**src/sv/owt_pkg.sv**
```systemverilog
package owt_pkg;

    localparam int MAX_WINDOWS_DEF = 8;

    localparam int ADDR_W       = 48;
    localparam int BUS_ADDR_W   = 64;
    localparam int SIZE_LOG2_W  = 5;
    localparam int COUNT_W      = 4;
    localparam int STATUS_W     = 2;
    localparam int CFG_INDEX_W  = 2;
    localparam int CFG_DATA_W   = 48;
    localparam int S_DATA_W     = ADDR_W + BUS_ADDR_W;
    localparam int M_DATA_W     = 8;

    // request kinds
    localparam logic OP_MAP   = 1'b0;
    localparam logic OP_UNMAP = 1'b1;

    // status codes
    localparam logic [STATUS_W-1:0] STAT_DONE  = 2'd0;
    localparam logic [STATUS_W-1:0] STAT_RANGE = 2'd1;
    localparam logic [STATUS_W-1:0] STAT_MISS  = 2'd2;

    // register indexes
    localparam logic [CFG_INDEX_W-1:0] CFG_BASE      = 2'd0;
    localparam logic [CFG_INDEX_W-1:0] CFG_SIZE_LOG2 = 2'd1;
    localparam logic [CFG_INDEX_W-1:0] CFG_COUNT     = 2'd2;

    localparam logic [ADDR_W-1:0]      BASE_RST      = '0;
    localparam logic [SIZE_LOG2_W-1:0] SIZE_LOG2_RST = 5'd12;
    localparam logic [COUNT_W-1:0]     COUNT_RST     = 4'd1;

    typedef struct packed {
        logic [31:0]       upper;
        logic [31:0]       lower;
        logic [ADDR_W-1:0] laddr;
    } owt_entry_t;

endpackage

```
**src/sv/owt_entry_ram.sv**
```systemverilog
module owt_entry_ram #(
    parameter int MAX_WINDOWS = owt_pkg::MAX_WINDOWS_DEF,
    parameter int IDX_W       = (MAX_WINDOWS > 1) ? $clog2(MAX_WINDOWS) : 1
) (
    input  logic                aclk,
    input  logic                we,
    input  logic [IDX_W-1:0]    waddr,
    input  owt_pkg::owt_entry_t wdata,
    input  logic [IDX_W-1:0]    raddr,
    output owt_pkg::owt_entry_t rdata
);
    import owt_pkg::*;

    owt_entry_t mem [MAX_WINDOWS];
    owt_entry_t rdata_reg;

    always_ff @(posedge aclk) begin
        if (we) begin
            mem[waddr] <= wdata;
        end
        rdata_reg <= mem[raddr];
    end

    assign rdata = rdata_reg;

endmodule

```
**src/sv/outbound_window_translation_table.sv**
```systemverilog
// outbound window translation table
// input words on s_*: s_tuser is the request kind (map or unmap), s_tdata carries
// the local address and the bus address. every request returns exactly one word
// on m_* holding a 2-bit status (done, out of range, not found).
// the window set-up (base, log2 size, count) must be written through cfg_wr_*
// only while no request is in flight; the block itself does not enforce this.
// a map goes from accept to result by subtracting the base, then the shift and
// range check plus the entry write, then loading the output register.
// an unmap walks the entry memory one entry per cycle through its single read
// port, whose read data is registered, and stops early when an entry hits.
// one request is worked on at a time; a new one is accepted while the previous
// status still waits in the output register.
// reset clears the valid bits (entries read as zero until mapped) and loads the
// set-up registers with base 0, size 4 KiB, one window. no clearing pass.
// when m_tready is low the status word holds and the block stops after finishing
// the request it has taken.
module outbound_window_translation_table #(
    parameter int MAX_WINDOWS = owt_pkg::MAX_WINDOWS_DEF
) (
    input  logic                               aclk,
    input  logic                               aresetn,
    input  logic                               cfg_wr_en,
    input  logic [owt_pkg::CFG_INDEX_W-1:0]    cfg_wr_index,
    input  logic [owt_pkg::CFG_DATA_W-1:0]     cfg_wr_data,
    input  logic                               s_tvalid,
    output logic                               s_tready,
    input  logic [owt_pkg::S_DATA_W-1:0]       s_tdata,  // local_address, bus_address
    input  logic                               s_tuser,  // operation
    output logic                               m_tvalid,
    input  logic                               m_tready,
    output logic [owt_pkg::M_DATA_W-1:0]       m_tdata   // status, zero fill
);
    import owt_pkg::*;

    localparam int IDX_W = (MAX_WINDOWS > 1) ? $clog2(MAX_WINDOWS) : 1;
    localparam int CNT_W = $clog2(MAX_WINDOWS + 1);

    localparam logic [2:0] S_IDLE    = 3'd0;
    localparam logic [2:0] S_MAP_SUB = 3'd1;
    localparam logic [2:0] S_MAP_CHK = 3'd2;
    localparam logic [2:0] S_SCAN    = 3'd3;
    localparam logic [2:0] S_DONE    = 3'd4;

    logic [2:0]             state_reg, state_next;
    logic [ADDR_W-1:0]      base_reg;
    logic [SIZE_LOG2_W-1:0] size_log2_reg;
    logic [COUNT_W-1:0]     count_reg;

    logic                   op_reg, op_next;
    logic [ADDR_W-1:0]      laddr_reg, laddr_next;
    logic [BUS_ADDR_W-1:0]  baddr_reg, baddr_next;
    logic [ADDR_W:0]        diff_reg, diff_next;
    logic [STATUS_W-1:0]    status_reg, status_next;

    logic [CNT_W-1:0]       rd_idx_reg, rd_idx_next;
    logic [CNT_W-1:0]       chk_idx_reg, chk_idx_next;
    logic                   chk_vld_reg, chk_vld_next;
    logic                   rd_valid_reg;

    logic [MAX_WINDOWS-1:0] vld_reg, vld_next;

    logic                   m_tvalid_reg, m_tvalid_next;
    logic [STATUS_W-1:0]    m_status_reg, m_status_next;

    logic [CNT_W-1:0]       n_used;
    logic [ADDR_W-1:0]      off_hi;
    logic [31:0]            low_mask;
    logic [ADDR_W-1:0]      stored_laddr;

    logic                   ram_we;
    logic [IDX_W-1:0]       ram_waddr;
    owt_entry_t             ram_wdata;
    logic [IDX_W-1:0]       ram_raddr;
    owt_entry_t             ram_rdata;

    owt_entry_ram #(
        .MAX_WINDOWS (MAX_WINDOWS),
        .IDX_W       (IDX_W)
    ) u_entry_ram (
        .aclk  (aclk),
        .we    (ram_we),
        .waddr (ram_waddr),
        .wdata (ram_wdata),
        .raddr (ram_raddr),
        .rdata (ram_rdata)
    );

    // windows in use, limited to the built maximum
    assign n_used = (32'(count_reg) > 32'(MAX_WINDOWS)) ? CNT_W'(MAX_WINDOWS)
                                                        : CNT_W'(count_reg);

    assign off_hi    = diff_reg[ADDR_W-1:0] >> size_log2_reg;
    assign low_mask  = 32'((33'd1 << size_log2_reg) - 33'd1);
    assign ram_raddr = rd_idx_reg[IDX_W-1:0];
    // an entry never mapped since its last clear reads as zero
    assign stored_laddr = rd_valid_reg ? ram_rdata.laddr : '0;

    assign s_tready = (state_reg == S_IDLE);
    assign m_tvalid = m_tvalid_reg;
    assign m_tdata  = M_DATA_W'(m_status_reg);

    always_comb begin
        state_next    = state_reg;
        op_next       = op_reg;
        laddr_next    = laddr_reg;
        baddr_next    = baddr_reg;
        diff_next     = diff_reg;
        status_next   = status_reg;
        rd_idx_next   = rd_idx_reg;
        chk_idx_next  = chk_idx_reg;
        chk_vld_next  = 1'b0;
        vld_next      = vld_reg;
        m_tvalid_next = m_tvalid_reg;
        m_status_next = m_status_reg;
        ram_we        = 1'b0;
        ram_waddr     = chk_idx_reg[IDX_W-1:0];
        ram_wdata     = '0;

        if (m_tvalid_reg && m_tready) begin
            m_tvalid_next = 1'b0;
        end

        unique case (state_reg)
            S_IDLE: begin
                if (s_tvalid) begin
                    op_next     = s_tuser;
                    laddr_next  = s_tdata[ADDR_W-1:0];
                    baddr_next  = s_tdata[S_DATA_W-1:ADDR_W];
                    rd_idx_next = '0;
                    if (s_tuser == OP_MAP) begin
                        state_next = S_MAP_SUB;
                    end else if (n_used == '0) begin
                        status_next = STAT_MISS;
                        state_next  = S_DONE;
                    end else begin
                        state_next = S_SCAN;
                    end
                end
            end
            S_MAP_SUB: begin
                // top bit is the borrow: address below the base
                diff_next  = {1'b0, laddr_reg} - {1'b0, base_reg};
                state_next = S_MAP_CHK;
            end
            S_MAP_CHK: begin
                if (!diff_reg[ADDR_W] && (off_hi < ADDR_W'(n_used))) begin
                    ram_we          = 1'b1;
                    ram_waddr       = off_hi[IDX_W-1:0];
                    ram_wdata.upper = baddr_reg[63:32];
                    ram_wdata.lower = baddr_reg[31:0] & ~low_mask;
                    ram_wdata.laddr = laddr_reg;
                    vld_next[off_hi[IDX_W-1:0]] = 1'b1;
                    status_next     = STAT_DONE;
                end else begin
                    status_next = STAT_RANGE;
                end
                state_next = S_DONE;
            end
            S_SCAN: begin
                // issue the next read while the previous entry is compared
                if (rd_idx_reg < n_used) begin
                    rd_idx_next  = rd_idx_reg + CNT_W'(1);
                    chk_idx_next = rd_idx_reg;
                    chk_vld_next = 1'b1;
                end
                if (chk_vld_reg) begin
                    if (stored_laddr == laddr_reg) begin
                        ram_we      = 1'b1;
                        vld_next[chk_idx_reg[IDX_W-1:0]] = 1'b0;
                        status_next  = STAT_DONE;
                        chk_vld_next = 1'b0;
                        state_next   = S_DONE;
                    end else if (chk_idx_reg + CNT_W'(1) == n_used) begin
                        status_next  = STAT_MISS;
                        chk_vld_next = 1'b0;
                        state_next   = S_DONE;
                    end
                end
            end
            S_DONE: begin
                if (!m_tvalid_reg || m_tready) begin
                    m_tvalid_next = 1'b1;
                    m_status_next = status_reg;
                    state_next    = S_IDLE;
                end
            end
            default: begin
                state_next = S_IDLE;
            end
        endcase
    end

    always_ff @(posedge aclk) begin
        if (!aresetn) begin
            state_reg     <= S_IDLE;
            base_reg      <= BASE_RST;
            size_log2_reg <= SIZE_LOG2_RST;
            count_reg     <= COUNT_RST;
            vld_reg       <= '0;
            chk_vld_reg   <= 1'b0;
            m_tvalid_reg  <= 1'b0;
        end else begin
            state_reg    <= state_next;
            vld_reg      <= vld_next;
            chk_vld_reg  <= chk_vld_next;
            m_tvalid_reg <= m_tvalid_next;
            if (cfg_wr_en) begin
                unique case (cfg_wr_index)
                    CFG_BASE:      base_reg      <= cfg_wr_data[ADDR_W-1:0];
                    CFG_SIZE_LOG2: size_log2_reg <= cfg_wr_data[SIZE_LOG2_W-1:0];
                    CFG_COUNT:     count_reg     <= cfg_wr_data[COUNT_W-1:0];
                    default: begin
                    end
                endcase
            end
        end
    end

    always_ff @(posedge aclk) begin
        op_reg       <= op_next;
        laddr_reg    <= laddr_next;
        baddr_reg    <= baddr_next;
        diff_reg     <= diff_next;
        status_reg   <= status_next;
        rd_idx_reg   <= rd_idx_next;
        chk_idx_reg  <= chk_idx_next;
        m_status_reg <= m_status_next;
        // valid bit travels with the memory read of the same entry
        rd_valid_reg <= vld_reg[ram_raddr] & (op_reg == OP_UNMAP);
    end

endmodule
```
**config.mk**
```make
export PLATFORM = sky130hd
export DESIGN_NAME = outbound_window_translation_table
export DESIGN_NICKNAME = d
export VERILOG_FILES = /design/src/sv/owt_pkg.sv /design/src/sv/owt_entry_ram.sv /design/src/sv/outbound_window_translation_table.sv
export SDC_FILE = /design/constraint.sdc
export NUM_CORES = 1
export LEC_CHECK = 0
export ABC_AREA = 1
export BUFFER_PORTS_ARGS = -buffer_cell sky130_fd_sc_hd__buf_2
export CAP_MARGIN = 5
export CORE_MARGIN = 5
export CORE_UTILIZATION = 45
export DETAILED_ROUTE_END_ITERATION = 10
export PLACE_DENSITY_LB_ADDON = 0.1
export SLEW_MARGIN = 0
export SYNTH_ARGS = -nofsm -noshare
export SYNTH_HDL_FRONTEND = slang
export SYNTH_HIERARCHICAL = 1
export SYNTH_SLANG_ARGS = --single-unit
```
**constraint.sdc**
```tcl
create_clock -name aclk -period 19.4 [get_ports aclk]
set_input_delay 1.94 -clock aclk [delete_from_list [all_inputs] [get_ports aclk]]
set_output_delay 1.94 -clock aclk [all_outputs]
set_load 0.01 [all_outputs]
```
======== Word-level counts from Yosys, hierarchy flattened ========
Memories as Yosys holds them, arrays and structs flattened. A register that Yosys moved wholly into a read port is not among the register bits.
Cells that the tools add are included.
word-level totals
  latch bits .............................. 0
  memories ................................ 1
  input bits .............................. 168
  memory bits (read-only) ................. 0
  logic and storage cells ................. 126
  bits in writable memories ............... 896
  output and inout bits ................... 10
  bits in registers ....................... 245
operators by class
  bitwise gates (word level) .............. 6
  shifts and indexed selects .............. 2
  div/mod/pow operators ................... 0
  reduce and logical (&&, ||, !) cells .... 24
  muxes and demuxes ....................... 48
  multiply operators ...................... 0
  order comparisons ....................... 8
  $add $sub $neg .......................... 4
  equal/unequal tests ..................... 17
memories
  name             words  width  read ports  clocked after Yosys merged registers in  wr ports  line                 RTL
  u_entry_ram.mem  8      112    1           1                                        1         owt_entry_ram.sv:14  owt_entry_t mem [MAX_WINDOWS];
operators by type and width
  cell                   number
  $mux 112               2
  $sub 48x48->49         1
  $eq 48x48->1           1
  $lt 48x4->1            1
  $mux 48                1
  $shr 48x5->48          1
  $and 32x32->32         1
  $not 32->32            1
  $shl 1x5->32 const A   1
  $sub 32x1->32 const B  1
  $mux 3                 9
  $mux 8                 3
  $mux 1                 16
  $pmux 8 s2             1
  $pmux 3 s5             1
  $reduce_and 2->1       7
  $lt 3x4->1 const B     3
  $mux 2                 6
  $mux 4                 3
  $ne 2x2->1 const B     6
  $add 4x1->4 const B    2
  $and 8x8->8            1
  $not 8->8              1
  $or 8x8->8             1
  other kinds (28)       38

======== Depth between registers and ports, before layout ========
Gate-level depths: netlist (run 1).
  word-level depth ........................ 9
  gate-level depth with buffers ........... 26
  mapped depth without buffers ............ 24

======== Cells and area by module ========
The synthesis (run 1) kept the hierarchy.
modules (own cells, without submodules)
  module                             instances  sequential area each (um2)  area each (um2)  cells an instance
  owt_entry_ram                      1          29,148.0                    41,342.2         4,001
  outbound_window_translation_table  1          6,646.4                     16,453.3         2,245

======== Worst setup path after synthesis (run 1) ========
Ideal clock, no wire load.
  path kind ............................... register -> register
  from .................................... register size_log2_reg[0]
  to ...................................... memory u_entry_ram/mem[7][0] (netlist name), enable pin
  arrival time ............................ 7.849 ns
  path buffers ............................ 3
  setup time .............................. 0.584 ns
  period minus slack after synthesis ...... 8.434 ns
  setup slack ............................. 10.966 ns
  stages on the path, launching flop included .. 25
  data required time ...................... 18.816 ns
  cell sequence ........................... dfxtp_1 buf_2 buf_2 nand2_1 nand3_1 nand2_1 nand2_1 nand2_1 nand2_1 nand2_1 inv_1 o21ai_0 inv_1 ha_1 a211o_1 inv_1 nand2_1 nor2_1 nand2_1 nor2_2 nand3_2 buf_2 o21ai_0 nand2_1 nor2_1
between the ends
  elaborated cells on any way between the ends .. 9
  those cells by class .................... order compare: 1; shift: 1; mux: 6; reduce/logical: 1
RTL lines
  item                    line                                      RTL
  start, declared         outbound_window_translation_table.sv:46   logic [SIZE_LOG2_W-1:0] size_log2_reg;
  start signal, assigned  outbound_window_translation_table.sv:210  CFG_SIZE_LOG2: size_log2_reg <= cfg_wr_data[SIZE_LOG2_W-1:0];
  $shr 48x5->48 (*)       outbound_window_translation_table.sv:92   assign off_hi = diff_reg[ADDR_W-1:0] >> size_log2_reg;
  $lt 48x4->1             outbound_window_translation_table.sv:146  if (!diff_reg[ADDR_W] && (off_hi < ADDR_W'(n_used))) begin
  $logic_and 1x1->1       outbound_window_translation_table.sv:146
  $mux 3 (*)              outbound_window_translation_table.sv:146
  $mux 3 (*)              outbound_window_translation_table.sv:123  unique case (state_reg)
  via ram_waddr[2]        outbound_window_translation_table.sv:71   logic [IDX_W-1:0] ram_waddr;
  end, declared           owt_entry_ram.sv:14
The timed path passes the listed nets; every way through them passes the cells marked *.

======== Worst setup path after layout (run 1) ========
  from .................................... register size_log2_reg[0]
  to ...................................... memory u_entry_ram/mem[2][23] (netlist name), enable pin
Same word-level chain as after synthesis.

==> results of run 1 <==
area by class of cell:
| type | count | area, sq um | area share, % |
|---|---|---|---|
| clock buffer | 89 | 1930 | 5.57 |
| clock inverter | 33 | 465 | 1.35 |
| inverter | 609 | 2300 | 6.64 |
| multi-input combinational | 2260 | 10800 | 31.1 |
| sequential | 613 | 17200 | 49.8 |
| tap | 931 | 1160 | 3.37 |
| timing repair buffer | 139 | 776 | 2.24 |
worst reg2reg max path, stage by stage, from the launching register on:
cell	delay (ps)
dfxtp_1	300
buf_4	400
inv_2	480
nand2_1	190
nand3_1	80
nand2_1	120
nand2_1	50
nand2_1	110
nand2_1	60
nand2_1	110
inv_1	50
o21ai_0	640
inv_1	260
ha_1	270
a211o_1	260
inv_1	60
nand2_1	50
nor2_1	80
nand2_1	60
nor2_2	240
nand3_4	80
buf_4	440
o21ai_0	500
nand2_1	210
nor2_4	800
buf_4	680
placed cells by master, fill, tap and decap left out, types with 27 or more instances in the layout:
cell       instances
buf_4             32
edfxtp_1         494
inv_1            601
ha_1              56
o21ai_0          109
nand3_1          451
clkbuf_16         72
a21oi_1          140
nor2_1           167
a31oi_1           27
nand2_1         1101
dfxtp_1          118
xor2_1            69
buf_2            107
metal layers:
layer / track usage, % / share of wire, % / vias to the layer above / wire, um
met2: 36.6 / 46 / 567 / 38800
met5: 0 / 0 / - / 0
met3: 3.02 / 5.7 / 149 / 4780
li1: - / - / 11800 / -
met1: 30.3 / 45 / 10800 / 37600
met4: 7.35 / 3.0 / 0 / 2520
power by group:
group          switching, mW  leakage (nW)  total [mW]  internal (mW)
logic                  0.779          7.42        1.13          0.346
registers             0.0850          6.48        1.66           1.58
clock network          0.530          1.17        1.38          0.848
total                   1.39          15.1        4.17           2.77
final timing paths:
kind	from	endpoint
setup reg to reg	size_log2_reg[0]	u_entry_ram/mem[2][23]
setup / recovery	size_log2_reg[0]	u_entry_ram/mem[2][23]
hold / removal	status_reg[1]	m_status_reg[1]
hold reg to reg	status_reg[1]	m_status_reg[1]
stage by stage:
step	hold slack (ps)	worst slack [ps]	cells	instance area, sq um	utilization, %
finish	421	12420	4674	34600	50.4
global route	442	11830	4674	34600	50.4
CTS	425	12370	4674	34600	50.4
detailed placement	411	12420	4552	32200	46.9
global placement	411	12430	4552	32200	46.9
floorplan	400	13860	3675	31300	-
==> flow_metrics.py, run 1 <==
metrics = {
    "critical_path": {
        "path_delay_family": "buffers and inverters",
        "start_kind": "register",
        "cpMostUsedCell": "nand2_1",
        "cp_slowest_stage_delay_ps": 800,
        "cp_data_arrival_time_ps": 7210,
        "ff2ff_setup_slack_ps": 12420,
        "crit_buf_inv": 7,
        "end_kind": "register",
        "reg2reg_depth": 25,
        "cp.depth": 25,
        "cp_max_fo": 71,
        "criticalPathCategory": "reg -> reg",
        "critPathSlowestCell": "nor2_4",
        "worst-endpoint-required_ps": 19630,
    },
    "synthesis": {
        "syn_inst": 3670,
        "yosys_warnings": 6,
        "syn_avg_cell_area_sq_um": 8.51,
        "synth_area_sq_um": 31200,
    },
    "pwr": {
        "p_leak_nw": 15.1,
        "peakVddDrop_v": 0.0000854,
        "p_per_area_nw_per_um2": 120,
        "p_total_mw": 4.17,
    },
    "cts": {
        "clock_latency_ps": 610,
        "cts_made_buffers": 68,
        "clockBufferDepth": 3,
        "cts_tree": "done",
        "postCtsSetupRepairBufs": 0,
        "root_buffer": "clkbuf_16",
        "cts_sinks": 613,
        "ctsResizeCount": 0,
        "clk_pin_slew_ps": 60,
        "htreeDepth": 3,
        "cts_hold_buf": 0,
    },
    "die": {
        "die_h_um": 273,
        "core_area_sq_um": 68700,
        "die_w_um": 273,
        "die-area_sq_um": 74800,
        "num_io_pins": 178,
        "rows": 96,
        "start_util_pct": 45.5,
    },
    "global_route": {
        "track_usage_pct": 22.1,
        "grt_pass1_vias": 22200,
        "grt_max_degree": 126,
        "antenna_found_initial": 1,
        "overflow": 0,
        "grt_pass1_wl_mm": 128,
    },
    "sta": {
        "tightest_slew_ps": 1180,
        "setup_violations": 0,
        "hold_viol": 0,
        "max_slew_margin_pct": 21.1,
        "slew_violations": 0,
        "rsz0062_at_grt": "no",
        "timing.final.crit_share_pct": 36.0,
        "skew_ps": 29.6,
        "min_period_ps": 6980,
        "max_freq_mhz": 143,
        "setup-tns-final_ps": 0,
    },
    "final_layout": {
        "fin_nets": 3916,
        "largest_reg_flops": 384,
        "fillers": 6667,
        "area_growth_pct": 10.8,
        "num_antenna_cells": 0,
        "drive_gt1_share_pct": 7.03,
    },
    "detailed_routing": {
        "vias": 23300,
        "drtAntennaViolNets": 0,
        "drc": 0,
        "drt_iter0_drc": 1714,
        "first_pass_iters": 6,
        "via_per_inst": 4.99,
        "wl_per_cell_um": 17.9,
        "totalWireLength_mm": 83.8,
    },
    "hold_path": {
        "hold_path_depth": 0,
        "hold_path.class": "reg -> reg",
    },
    "outcome": {
        "run_status": "completed",
    },
    "placed_design": {
        "io_buffer_count": 107,
        "dp_hpwl_mm": 52.9,
        "place_congestion": 0.924,
    },
    "run": {
        "max_cap_viol_count": 0,
    },
}
Note: power is estimated with default switching activity, not from simulation.
==> run 2, diff against run 1 <==
==> constraint.sdc (replaced) <==
create_clock -name aclk -period 6.4 [get_ports aclk]
set_input_delay 0.64 -clock aclk [delete_from_list [all_inputs] [get_ports aclk]]
set_output_delay 0.64 -clock aclk [all_outputs]
set_load 0.01 [all_outputs]
==> run 2 against run 1 <==
  * Worst setup slack got worse by 11000 ps
  * Worst hold slack worse by 210 ps
  * Register-to-register slack worse by 11000 ps
  * Largest cell class unchanged
==> flow_metrics.py, run 2 (synthesis gave the netlist of run 1 again) <==
metrics = {
    "final_layout": {
        "largest_reg_flops": 384,
        "fin_nets": 3925,
        "fillers": 6603,
        "multiInputGateArea_sq_um": 10800,
        "final_cell_mix": "1,101 x nand2_1, 601 x inv_1, 494 x edfxtp_1",
        "layout_commonest_cell": "nand2_1",
        "fin_area_sq_um": 34600,
        "seq_area_sq_um": 17200,
        "area_growth_pct": 10.7,
        "drive_gt1_share_pct": 7.03,
        "num_antenna_cells": 0,
    },
    "critical_path": {
        "start_kind": "register",
        "cp_max_fo": 47,
        "reg2reg_depth": 21,
        "worst-endpoint-required_ps": 6650,
        "cpMostUsedCell": "nand2_1",
        "cp_slowest_stage_delay_ps": 660,
        "crit_buf_inv": 3,
        "criticalPathCategory": "reg -> reg",
        "r2r_start": "size_log2_reg[0]",
        "r2r_end": "u_entry_ram/mem[3][39]",
        "end_kind": "register",
        "ff2ff_setup_slack_ps": 1060,
        "cp_data_arrival_time_ps": 5590,
        "path_delay_family": "simple AND/OR/NAND/NOR gates",
        "path_cells": "inv_2 -> nand2_1 -> nand3_1 -> nand2_1 -> nand2_1 -> nand2_1 -> nand2_1 -> nand2_1 -> o21ai_0 -> ha_1 -> a211o_1 -> inv_1 -> nand2_1 -> nor2_1 -> nand2_1 -> nor2_2 -> nand3_4 -> o21ai_0 -> nand2_1 -> nor2_4 -> buf_12",
        "critPathSlowestCell": "o21ai_0",
    },
    "sta": {
        "rsz0062_at_grt": "no",
        "timing.final.crit_share_pct": 83.5,
        "max_freq_mhz": 187,
        "skew_ps": 20.6,
        "hold_ws_ps": 211,
        "finalWorstSetupSlack_ps": 1060,
        "hold_viol": 0,
        "setup-tns-final_ps": 0,
        "tightest_slew_ps": 1050,
        "min_period_ps": 5340,
        "max_slew_margin_pct": 29.9,
        "setup_violations": 0,
        "slew_violations": 0,
    },
    "run": {
        "max_cap_viol_count": 0,
    },
    "cts": {
        "root_buffer": "clkbuf_16",
        "clockBufferDepth": 3,
        "cts_sinks": 613,
        "cts_tree": "done",
        "cts_hold_buf": 0,
        "ctsResizeCount": 0,
        "clk_pin_slew_ps": 60,
        "cts_made_buffers": 69,
        "htreeDepth": 3,
        "postCtsSetupRepairBufs": 0,
        "clock_latency_ps": 600,
    },
    "pwr": {
        "p_per_area_nw_per_um2": 358,
        "p_leak_nw": 15.0,
        "peakVddDrop_v": 0.000202,
    },
    "detailed_routing": {
        "totalWireLength_mm": 84.6,
        "wl_per_cell_um": 18.0,
        "vias": 23400,
        "drt_iter0_drc": 1727,
        "drtAntennaViolNets": 0,
        "via_per_inst": 5.00,
        "first_pass_iters": 5,
        "drc": 0,
    },
    "hold_path": {
        "hold_path.class": "in -> reg",
        "hold_path_depth": 1,
        "holdPathEnd": "laddr_reg[13]",
        "min_from": "s_tdata[13]",
    },
    "global_route": {
        "grtUsageMet3_pct": 2.58,
        "grt_max_degree": 122,
        "met1_usage_pct": 31.4,
        "overflow": 0,
        "grt_pass1_vias": 22100,
        "track_usage_pct": 22.4,
        "grt-busiest-layer": "met2",
        "grt_pass1_wl_mm": 130,
        "use_met2_pct": 37.5,
        "antenna_found_initial": 1,
    },
    "die": {
        "die-area_sq_um": 74800,
        "start_util_pct": 45.5,
        "die_w_um": 273,
        "num_io_pins": 178,
        "rows": 96,
        "die_h_um": 273,
        "core_area_sq_um": 68700,
    },
    "placed_design": {
        "dp_hpwl_mm": 53.9,
        "io_buffer_count": 107,
        "dpl_worst_slack_ps": 1090,
        "placed_area_sq_um": 32400,
        "place_congestion": 0.954,
    },
    "outcome": {
        "run_status": "completed",
    },
}
==> run 2: metal layers <==
layer	vias up	wire length [um]
li1	11900	-
met1	10900	38700
met2	542	40000
met3	105	4170
met4	0	1710
met5	-	0
==> run 2: worst max path at each step <==
| stage | start | depth (start not counted) | slack, ps | to |
|---|---|---|---|---|
| after global placement | size_log2_reg[0] | 21 | 1110 | u_entry_ram/mem[3][44] |
| final | size_log2_reg[0] | 21 | 1060 | u_entry_ram/mem[3][39] |
| after global routing | size_log2_reg[0] | 24 | 690 | u_entry_ram/mem[0][2] |
| after detailed placement | size_log2_reg[1] | 22 | 1090 | u_entry_ram/mem[3][43] |
| after floorplan | size_log2_reg[0] | 24 | 860 | u_entry_ram/mem[7][0] |
| after CTS | size_log2_reg[1] | 22 | 1070 | u_entry_ram/mem[3][39] |
==> run 2: layout make-up <==
| class | instances | area share (%) |
|---|---|---|
| Timing Repair Buffer | 147 | 2.67 |
| Sequential cell | 613 | 49.8 |
| Multi-Input combinational cell | 2260 | 31.1 |
| Clock buffer | 103 | 5.69 |
| Clock inverter | 24 | 0.734 |
| Inverter | 609 | 6.64 |
| Tap cell | 931 | 3.37 |
==> run 2: metrics by stage <==
stage	utilization (%)	cells	power, mW
after global placement	47.1	4560	8.55
final	50.3	4687	12.4
after detailed placement	47.1	4560	8.57
after floorplan	-	3675	7.62
after CTS	50.3	4687	12.5
after global routing	50.3	4687	13.1
==> run 2: where the power goes <==
| part | switching (mW) | total [mW] | leakage (nW) | internal (mW) |
|---|---|---|---|---|
| sequential | 0.306 | 5.09 | 6.48 | 4.79 |
| combinational | 2.35 | 3.40 | 7.48 | 1.05 |
| clock | 1.59 | 3.89 | 1.08 | 2.30 |
| total | 4.24 | 12.4 | 15.0 | 8.14 |
